## src/nal_start_code_splitter_assert.svh

```systemverilog
// assertion macros for the nal start code splitter
`ifndef NAL_START_CODE_SPLITTER_ASSERT_SVH
`define NAL_START_CODE_SPLITTER_ASSERT_SVH

// same-cycle implication, checked outside reset
`define NSC_ASSERT_IMPLIES(lbl, ante, cons) \
    lbl: assert property (@(posedge i_clk) disable iff (!i_rst_n) (ante) |-> (cons)) \
        else $error("nsc check failed");

// next-cycle implication, checked outside reset
`define NSC_ASSERT_NEXT(lbl, ante, cons) \
    lbl: assert property (@(posedge i_clk) disable iff (!i_rst_n) (ante) |=> (cons)) \
        else $error("nsc check failed");

`endif

```

## src/nsc_pkg.sv

```systemverilog
// shared types and constants of the nal start code splitter
package nsc_pkg;

    localparam int MAX_ZEROS  = 3;
    localparam int PREFIX_LEN = 4;
    localparam int PREFIX_AW  = $clog2(PREFIX_LEN);
    localparam int CMD_DEPTH  = 4;
    localparam int CMD_AW     = $clog2(CMD_DEPTH);
    localparam int STEP_W     = 3;

    localparam logic [7:0] PREFIX_BYTES [PREFIX_LEN] = '{8'h00, 8'h00, 8'h00, 8'h01};

    localparam logic [7:0] BYTE_ZERO = 8'h00;
    localparam logic [7:0] BYTE_ONE  = 8'h01;

    typedef enum logic [2:0] {
        PH_SEARCH0 = 3'd0,
        PH_SEARCH1 = 3'd1,
        PH_SEARCH2 = 3'd2,
        PH_FRESH   = 3'd3,
        PH_BODY    = 3'd4
    } t_phase;

    // work for the back end: held byte, then zeros, then prefix
    typedef struct packed {
        logic       has_held;
        logic [7:0] held_byte;
        logic       held_last;
        logic       fresh;
        logic [1:0] n_zero;
        logic       has_prefix;
    } t_cmd;

    typedef struct packed {
        logic [7:0] out_byte;
        logic       unit_first;
        logic       unit_last;
        logic       run_last;
    } t_beat;

endpackage

```

## src/nal_start_code_splitter.sv

```systemverilog
// nal start code splitter top level
//
// input queue side: drive i_data_byte with push; a beat is taken when push is high and
// full is low. one byte per cycle is accepted while the command queue has room.
// result queue side: while empty is low the oldest result beat sits on o_out_byte,
// o_unit_first, o_unit_last and o_run_last; pop takes it. each input byte makes zero
// to five beats; o_run_last marks the last beat made by one input byte.
// path: an accepted byte's command is written into the command queue, and the back end
// then registers each of its beats into the output register.
// throughput: one byte per cycle in while the command queue has room, one beat per
// cycle out while the receiver pops; bytes that make several beats drain one at a time.
// a four-entry command queue separates scanner and beat generator; when the receiver
// stalls the output beat holds and the queue fills, then full rises.
// config: i_cfg_valid with i_cfg_data sets emit_prefix; o_cfg_ready is always high.
// emit_prefix is sampled when a unit begins.
// reset (synchronous, active low) empties the queue and the output, returns the
// scanner to searching for the first start code and sets emit_prefix to 1.
module nal_start_code_splitter (
    input  logic       i_clk,
    input  logic       i_rst_n,
    input  logic       push,
    output logic       full,
    input  logic [7:0] i_data_byte,
    output logic       empty,
    input  logic       pop,
    output logic [7:0] o_out_byte,
    output logic       o_unit_first,
    output logic       o_unit_last,
    output logic       o_run_last,
    input  logic       i_cfg_valid,
    output logic       o_cfg_ready,
    input  logic       i_cfg_data
);
    import nsc_pkg::*;

    `include "nal_start_code_splitter_assert.svh"

    logic  in_accept;
    logic  cmd_valid;
    t_cmd  cmd;
    logic  cmd_full;
    logic  cmd_empty;
    logic  cmd_pop;
    t_cmd  cmd_head;
    t_beat beat;

    assign o_cfg_ready = 1'b1;
    assign full        = cmd_full;
    assign in_accept   = push && !cmd_full;

    nsc_front u_front (
        .i_clk       (i_clk),
        .i_rst_n     (i_rst_n),
        .i_accept    (in_accept),
        .i_data_byte (i_data_byte),
        .i_cfg_we    (i_cfg_valid && o_cfg_ready),
        .i_cfg_data  (i_cfg_data),
        .o_cmd_valid (cmd_valid),
        .o_cmd       (cmd)
    );

    nsc_cmd_fifo u_fifo (
        .i_clk   (i_clk),
        .i_rst_n (i_rst_n),
        .i_push  (in_accept && cmd_valid),
        .i_cmd   (cmd),
        .o_full  (cmd_full),
        .i_pop   (cmd_pop),
        .o_head  (cmd_head),
        .o_empty (cmd_empty)
    );

    nsc_back u_back (
        .i_clk        (i_clk),
        .i_rst_n      (i_rst_n),
        .i_head       (cmd_head),
        .i_head_empty (cmd_empty),
        .o_head_pop   (cmd_pop),
        .i_pop        (pop),
        .o_empty      (empty),
        .o_beat       (beat)
    );

    assign o_out_byte   = beat.out_byte;
    assign o_unit_first = beat.unit_first;
    assign o_unit_last  = beat.unit_last;
    assign o_run_last   = beat.run_last;

    // a command leaves the queue only with its final beat, which then shows next cycle
    `NSC_ASSERT_NEXT(cmd_pop_shows_run_last, cmd_pop, !empty && o_run_last)
    `NSC_ASSERT_IMPLIES(no_pop_from_empty_queue, cmd_pop, !cmd_empty)
    `NSC_ASSERT_IMPLIES(no_push_into_full_queue, in_accept && cmd_valid, !cmd_full)

endmodule

```

## src/nsc_front.sv

```systemverilog
// front end: start code scanner that turns each accepted byte into at most one command
module nsc_front (
    input  logic          i_clk,
    input  logic          i_rst_n,
    input  logic          i_accept,
    input  logic [7:0]    i_data_byte,
    input  logic          i_cfg_we,
    input  logic          i_cfg_data,
    output logic          o_cmd_valid,
    output nsc_pkg::t_cmd o_cmd
);
    import nsc_pkg::*;

    t_phase     r_phase,     n_phase;
    logic [1:0] r_zero_run,  n_zero_run;
    logic [7:0] r_held_byte, n_held_byte;
    logic       r_held_valid, n_held_valid;
    logic       r_emit_prefix;

    logic is_zero;
    logic is_one;
    logic in_unit;

    assign is_zero = (i_data_byte == BYTE_ZERO);
    assign is_one  = (i_data_byte == BYTE_ONE);
    assign in_unit = (r_phase == PH_FRESH) || (r_phase == PH_BODY);

    always_comb begin
        n_phase      = r_phase;
        n_zero_run   = r_zero_run;
        n_held_byte  = r_held_byte;
        n_held_valid = r_held_valid;
        o_cmd_valid  = 1'b0;
        o_cmd        = '0;
        o_cmd.fresh  = (r_phase == PH_FRESH);
        if (in_unit) begin
            if (is_zero) begin
                if (r_zero_run < 2'(MAX_ZEROS)) begin
                    n_zero_run = r_zero_run + 2'd1;
                end else begin
                    // held byte becomes payload; the oldest zero of the run is held in its place
                    o_cmd.has_held  = r_held_valid;
                    o_cmd.held_byte = r_held_byte;
                    o_cmd_valid     = r_held_valid;
                    if (r_held_valid) begin
                        n_phase = PH_BODY;
                    end
                    n_held_byte  = BYTE_ZERO;
                    n_held_valid = 1'b1;
                end
            end else if (is_one && r_zero_run >= 2'd2) begin
                o_cmd.has_held   = r_held_valid;
                o_cmd.held_byte  = r_held_byte;
                o_cmd.held_last  = 1'b1;
                o_cmd.has_prefix = r_emit_prefix;
                o_cmd_valid      = r_held_valid || r_emit_prefix;
                n_phase          = r_emit_prefix ? PH_BODY : PH_FRESH;
                n_zero_run       = 2'd0;
                n_held_byte      = BYTE_ZERO;
                n_held_valid     = 1'b0;
            end else begin
                o_cmd.has_held  = r_held_valid;
                o_cmd.held_byte = r_held_byte;
                o_cmd.n_zero    = r_zero_run;
                o_cmd_valid     = r_held_valid || (r_zero_run != 2'd0);
                if (o_cmd_valid) begin
                    n_phase = PH_BODY;
                end
                n_zero_run   = 2'd0;
                n_held_byte  = i_data_byte;
                n_held_valid = 1'b1;
            end
        end else begin
            unique case (r_phase)
                PH_SEARCH1: begin
                    n_phase = is_zero ? PH_SEARCH2 : PH_SEARCH0;
                end
                PH_SEARCH2: begin
                    if (is_one) begin
                        o_cmd.has_prefix = r_emit_prefix;
                        o_cmd_valid      = r_emit_prefix;
                        n_phase          = r_emit_prefix ? PH_BODY : PH_FRESH;
                        n_zero_run       = 2'd0;
                        n_held_byte      = BYTE_ZERO;
                        n_held_valid     = 1'b0;
                    end else if (!is_zero) begin
                        n_phase = PH_SEARCH0;
                    end
                end
                default: begin
                    n_phase = is_zero ? PH_SEARCH1 : PH_SEARCH0;
                end
            endcase
        end
    end

    always_ff @(posedge i_clk) begin
        if (!i_rst_n) begin
            r_phase       <= PH_SEARCH0;
            r_zero_run    <= 2'd0;
            r_held_byte   <= BYTE_ZERO;
            r_held_valid  <= 1'b0;
            r_emit_prefix <= 1'b1;
        end else begin
            if (i_accept) begin
                r_phase      <= n_phase;
                r_zero_run   <= n_zero_run;
                r_held_byte  <= n_held_byte;
                r_held_valid <= n_held_valid;
            end
            if (i_cfg_we) begin
                r_emit_prefix <= i_cfg_data;
            end
        end
    end

endmodule

```

## src/nsc_cmd_fifo.sv

```systemverilog
// short command queue between front and back end
module nsc_cmd_fifo (
    input  logic          i_clk,
    input  logic          i_rst_n,
    input  logic          i_push,
    input  nsc_pkg::t_cmd i_cmd,
    output logic          o_full,
    input  logic          i_pop,
    output nsc_pkg::t_cmd o_head,
    output logic          o_empty
);
    import nsc_pkg::*;

    t_cmd              r_mem [CMD_DEPTH];
    logic [CMD_AW-1:0] r_wr_ptr;
    logic [CMD_AW-1:0] r_rd_ptr;
    logic [CMD_AW:0]   r_count;
    logic              do_push;
    logic              do_pop;

    assign o_full  = (r_count == (CMD_AW+1)'(CMD_DEPTH));
    assign o_empty = (r_count == '0);
    assign o_head  = r_mem[r_rd_ptr];
    assign do_push = i_push && !o_full;
    assign do_pop  = i_pop && !o_empty;

    always_ff @(posedge i_clk) begin
        if (do_push) begin
            r_mem[r_wr_ptr] <= i_cmd;
        end
    end

    always_ff @(posedge i_clk) begin
        if (!i_rst_n) begin
            r_wr_ptr <= '0;
            r_rd_ptr <= '0;
            r_count  <= '0;
        end else begin
            if (do_push) begin
                r_wr_ptr <= r_wr_ptr + 1'b1;
            end
            if (do_pop) begin
                r_rd_ptr <= r_rd_ptr + 1'b1;
            end
            case ({do_push, do_pop})
                2'b10:   r_count <= r_count + 1'b1;
                2'b01:   r_count <= r_count - 1'b1;
                default: r_count <= r_count;
            endcase
        end
    end

endmodule

```

## src/nsc_back.sv

```systemverilog
// back end: expands each command into output beats, one per cycle while the receiver pops
module nsc_back (
    input  logic          i_clk,
    input  logic          i_rst_n,
    input  nsc_pkg::t_cmd i_head,
    input  logic          i_head_empty,
    output logic          o_head_pop,
    input  logic          i_pop,
    output logic          o_empty,
    output nsc_pkg::t_beat o_beat
);
    import nsc_pkg::*;

    logic [STEP_W-1:0] r_step;
    logic              r_out_valid;
    t_beat             r_beat;

    logic [STEP_W-1:0] n_beats;
    logic [STEP_W-1:0] j;
    logic [STEP_W-1:0] p;
    t_beat             beat;
    logic              load;

    always_comb begin
        n_beats = STEP_W'(i_head.has_held) + STEP_W'(i_head.n_zero)
                + (i_head.has_prefix ? STEP_W'(PREFIX_LEN) : '0);
        j = r_step - STEP_W'(i_head.has_held);
        p = j - STEP_W'(i_head.n_zero);
        beat = '0;
        if (i_head.has_held && r_step == '0) begin
            beat.out_byte   = i_head.held_byte;
            beat.unit_first = i_head.fresh;
            beat.unit_last  = i_head.held_last;
        end else if (j < STEP_W'(i_head.n_zero)) begin
            beat.out_byte   = BYTE_ZERO;
            beat.unit_first = i_head.fresh && !i_head.has_held && (j == '0);
        end else begin
            // prefix of the next unit
            beat.out_byte   = PREFIX_BYTES[p[PREFIX_AW-1:0]];
            beat.unit_first = (p == '0);
        end
        beat.run_last = (r_step == n_beats - 1'b1);
    end

    assign load       = !i_head_empty && (!r_out_valid || i_pop);
    assign o_head_pop = load && beat.run_last;
    assign o_empty    = !r_out_valid;
    assign o_beat     = r_beat;

    always_ff @(posedge i_clk) begin
        if (load) begin
            r_beat <= beat;
        end
    end

    always_ff @(posedge i_clk) begin
        if (!i_rst_n) begin
            r_step      <= '0;
            r_out_valid <= 1'b0;
        end else begin
            if (load) begin
                r_out_valid <= 1'b1;
                r_step      <= beat.run_last ? '0 : r_step + 1'b1;
            end else if (i_pop) begin
                r_out_valid <= 1'b0;
            end
        end
    end

endmodule
```

## config.mk

```make
export PLATFORM = sky130hd
export DESIGN_NAME = nal_start_code_splitter
export DESIGN_NICKNAME = d
export VERILOG_FILES = /design/src/nsc_pkg.sv /design/src/nal_start_code_splitter.sv /design/src/nsc_front.sv /design/src/nsc_cmd_fifo.sv /design/src/nsc_back.sv
export VERILOG_INCLUDE_DIRS = /design/src /design/src/src
export SDC_FILE = /design/constraint.sdc
export NUM_CORES = 1
export LEC_CHECK = 0
export ABC_AREA = 1
export BUFFER_PORTS_ARGS = -buffer_cell sky130_fd_sc_hd__buf_2
export CORE_MARGIN = 2
export CORE_UTILIZATION = 35
export DETAILED_ROUTE_END_ITERATION = 16
export SYNTH_ARGS = -nofsm -noshare
export SYNTH_HDL_FRONTEND = slang
export SYNTH_SLANG_ARGS = --single-unit
```

## constraint.sdc

```tcl
create_clock -name i_clk -period 4.1 [get_ports i_clk]
set_clock_uncertainty 0.1 [all_clocks]
set_input_delay 0.41 -clock i_clk [delete_from_list [all_inputs] [get_ports i_clk]]
set_output_delay 0.41 -clock i_clk [all_outputs]
set_load 0.01 [all_outputs]
```

==> results by group <==
Synth
  – Synth warnings: 0
  – Mapped cell area: 4456 um^2
  – Synthesized area per cell: 9.400 um^2
  – Syn Inst Count: approximately 470
  – Area contributors post-synth: edfxtp_1 (45%), dfxtp_1 (13%), nor2_1 (7.7%), nand2_1 (6.0%), inv_1 (4.5%)
  – Post-Syn Nets: 506
  – FF+latch count, synth: 95
  – Synth area leader: edfxtp_1
  – Distinct cells, synth: 36
  – Yosys top cell area share: 45.16%
  – Post-synthesis sequential area ratio: 57.74%

Clock tree
  – CTS Hold Bufs: 0
  – Inserted Clock Buffers: 9
  – Reg clk slew, reported paths: 70 ps
  – Root Buffer: clkbuf_16
  – Max Buffers Root-to-Sink: 2
  – Post CTS Setup Buffer Count: 0
  – CTS H-tree lvls: 3
  – Clock Sinks: 95
  – Resize count post-CTS: 0
  – CTS tree: built
  – Worst-Skew Late Latency: approximately 340 ps

Floorplanning
  – Die width: 116.8 um
  – CORE AREA: 12520 um^2
  – Die extent in y: 116.8 um
  – Starting Density: 35.60%
  – Die area: ~14000 um^2
  – # rows: 41
  – Boundary Pins: 28

STA
  – Max-slew violations: 0
  – Slew headroom: a little over a fifth
  – Tmin final: between 3000 and 4000 ps
  – Fmax: 291.3 MHz
  – Final Cycle Share: ~84%
  – Slew @ Worst Pin: ~1200 ps
  – RSZ-0062 raised after global routing: false
  – Final setup viols: 0
  – Hold Fails Final Rpt: 0
  – Sum Neg Setup Slack: 0 ps

Power
  – P_leak: 2.044 nW
  – Overall power: 1.952 mW
  – Pwr/cell area: 385.5 nW/um^2
  – Maximum vdd ir drop: about 0.18 mV

Setup path
  – CP max stage delay: 380 ps
  – WP depth: 17
  – Worst setup SP type: register
  – Max FO, Critical Path: 28
  – Slowest-stage cell, CP: fa_1
  – Worst setup EP type: register
  – CP Data Required Time: 4230 ps
  – Critical path buffer and inverter count: 4
  – Delay-heaviest family, CP: adder cells
  – CP Cell Sequence: buf_4 > nand2_1 > a32oi_1 > inv_1 > ha_1 > ha_1 > xnor2_1 > nor2_1 > nand3_2 > inv_1 > ha_1 > inv_1 > fa_1 > a21oi_1 > o21ai_0 > o21ai_0 > a21oi_1
  – Crit Path Class: reg2reg
  – Data arrival time of the worst path: 3560 ps
  – Reg2reg path depth: 17

Worst hold path
  – HP Class: in2reg
  – Hold depth: 2

Layout
  – Share of layout cells above drive strength 1: 12.60%
  – Most frequent cells in the layout: nor2_1 (91), nand2_1 (71), edfxtp_1 (67)
  – Net count, final: approximately 540
  – Final Instance Area: 5065 um^2
  – Area grow syn2layout: 13.68%
  – Multi-input gate area: 1584 um^2
  – Register Area: 2572 um^2
  – Commonest non-fill, non-tap cell in the layout: nor2_1
  – FILL cells: 1239
  – Final Util: 40.46%
  – # diodes: 0

Global route
  – Initial antenna violation count: 0
  – Vias in the first global route: 2927
  – Total GRT Usage: 13.47%
  – Largest net degree at the start of global routing: 29
  – First-pass GRT wire length: approximately 14 mm
  – GRT Residual Overflow: 0

Detailed routing
  – Drc violations: 0
  – Final WL: 8.645 mm
  – DR pass1 iterations: 4
  – Antenna viol nets, final: 0
  – DR iter-0 viols: 113
  – Via count: around 3100
  – Wire per inst: 12.71 um
  – Via density: 4.568

Place
  – Buffers added on ports: 26
  – Dpl cell area: 4780 um^2
  – Post-DP HPWL: 5.980 mm
  – GPL Wtd Cong: 0.7910

Run status
  – Outcome: finished, final reports clean

Job
  – Max-Cap Viols: 0
## report_power, final
part	internal, mW	switching, mW
clock network	0.424	0.369
registers	1.03	0.00852
logic	0.0383	0.0795
total	1.50	0.457
## worst paths after layout
kind	slack, ps	start	to
setup reg to reg	670	register	u_fifo.r_count[2]
setup / recovery	670	register	u_fifo.r_count[2]
hold reg to reg	350	u_front.r_held_byte[0]	u_front.r_held_byte[0]
hold / removal	160	i_cfg_valid	u_front.r_emit_prefix
## synth_stat cells (all sizes together)
master and n:
clkbuf 6, xor2 5, buf 9, a21oi 25
o21a 1, conb 1, a32o 1, nor4 1
a31oi 1, inv 58, ha 16, nand2 73
clkinv 2, edfxtp 67, fa 2, o21ai 38
a32oi 1, nor2 95, xnor2 3, or2 1
dfxtp 28, nand4 7, nand3 24, nand3b 1
o22ai 2, nor3 6
## per-stage QoR
stage          std cells  hold WS, ps  setup slack [ps]
2_1_floorplan        474        330.9             797.6
3_3_place_gp         664        342.1             741.8
3_5_place_dp         664        345.4             661.7
4_1_cts              680        153.2             650.4
5_1_grt              680        165.6             261.9
6_report             680        162.4             666.8
## layout make-up
cell class | count | share of cell area (%)
flip-flops and latches | 95 | 50.79
multi-input cells | 304 | 31.27
clock inverters | 7 | 1.186
clock buffers | 9 | 4.447
inverters | 60 | 4.447
repair buffers | 33 | 3.607
well taps | 172 | 4.249
## routing by layer
layer / up-vias / track usage, % / routed length [um]
li1: 1625 / - / -
met4: 0 / 6.510 / 169
met3: 10 / 2.369 / 339
met2: 61 / 21.93 / 4027
met1: 1410 / 17.51 / 4109
met5: - / 0 / 0
## registers in the layout, summed over array words and instances, names as in the netlist, named ones only
name                   cells
u_fifo.r_mem              56
u_back.o_beat             11
u_front.r_held_byte        8
u_back.r_step              3
u_fifo.r_count             3
u_front.r_phase            3
u_fifo.r_rd_ptr            2
u_fifo.r_wr_ptr            2
u_front.r_zero_run         2
u_back.r_out_valid         1
u_front.r_emit_prefix      1
u_front.r_held_valid       1
## cells by family after synthesis
family	after synthesis	synth area share, %
adders and majority gates	18	5.392
buffers and inverters	75	6.711
and+or+nand+nor	208	19.74
DFF	95	57.74
xor gates and xnor gates	8	1.910
AOI/OAI and AO/OA	69	8.425
other	1	0.08417
Power figures use the tool's default switching activity.
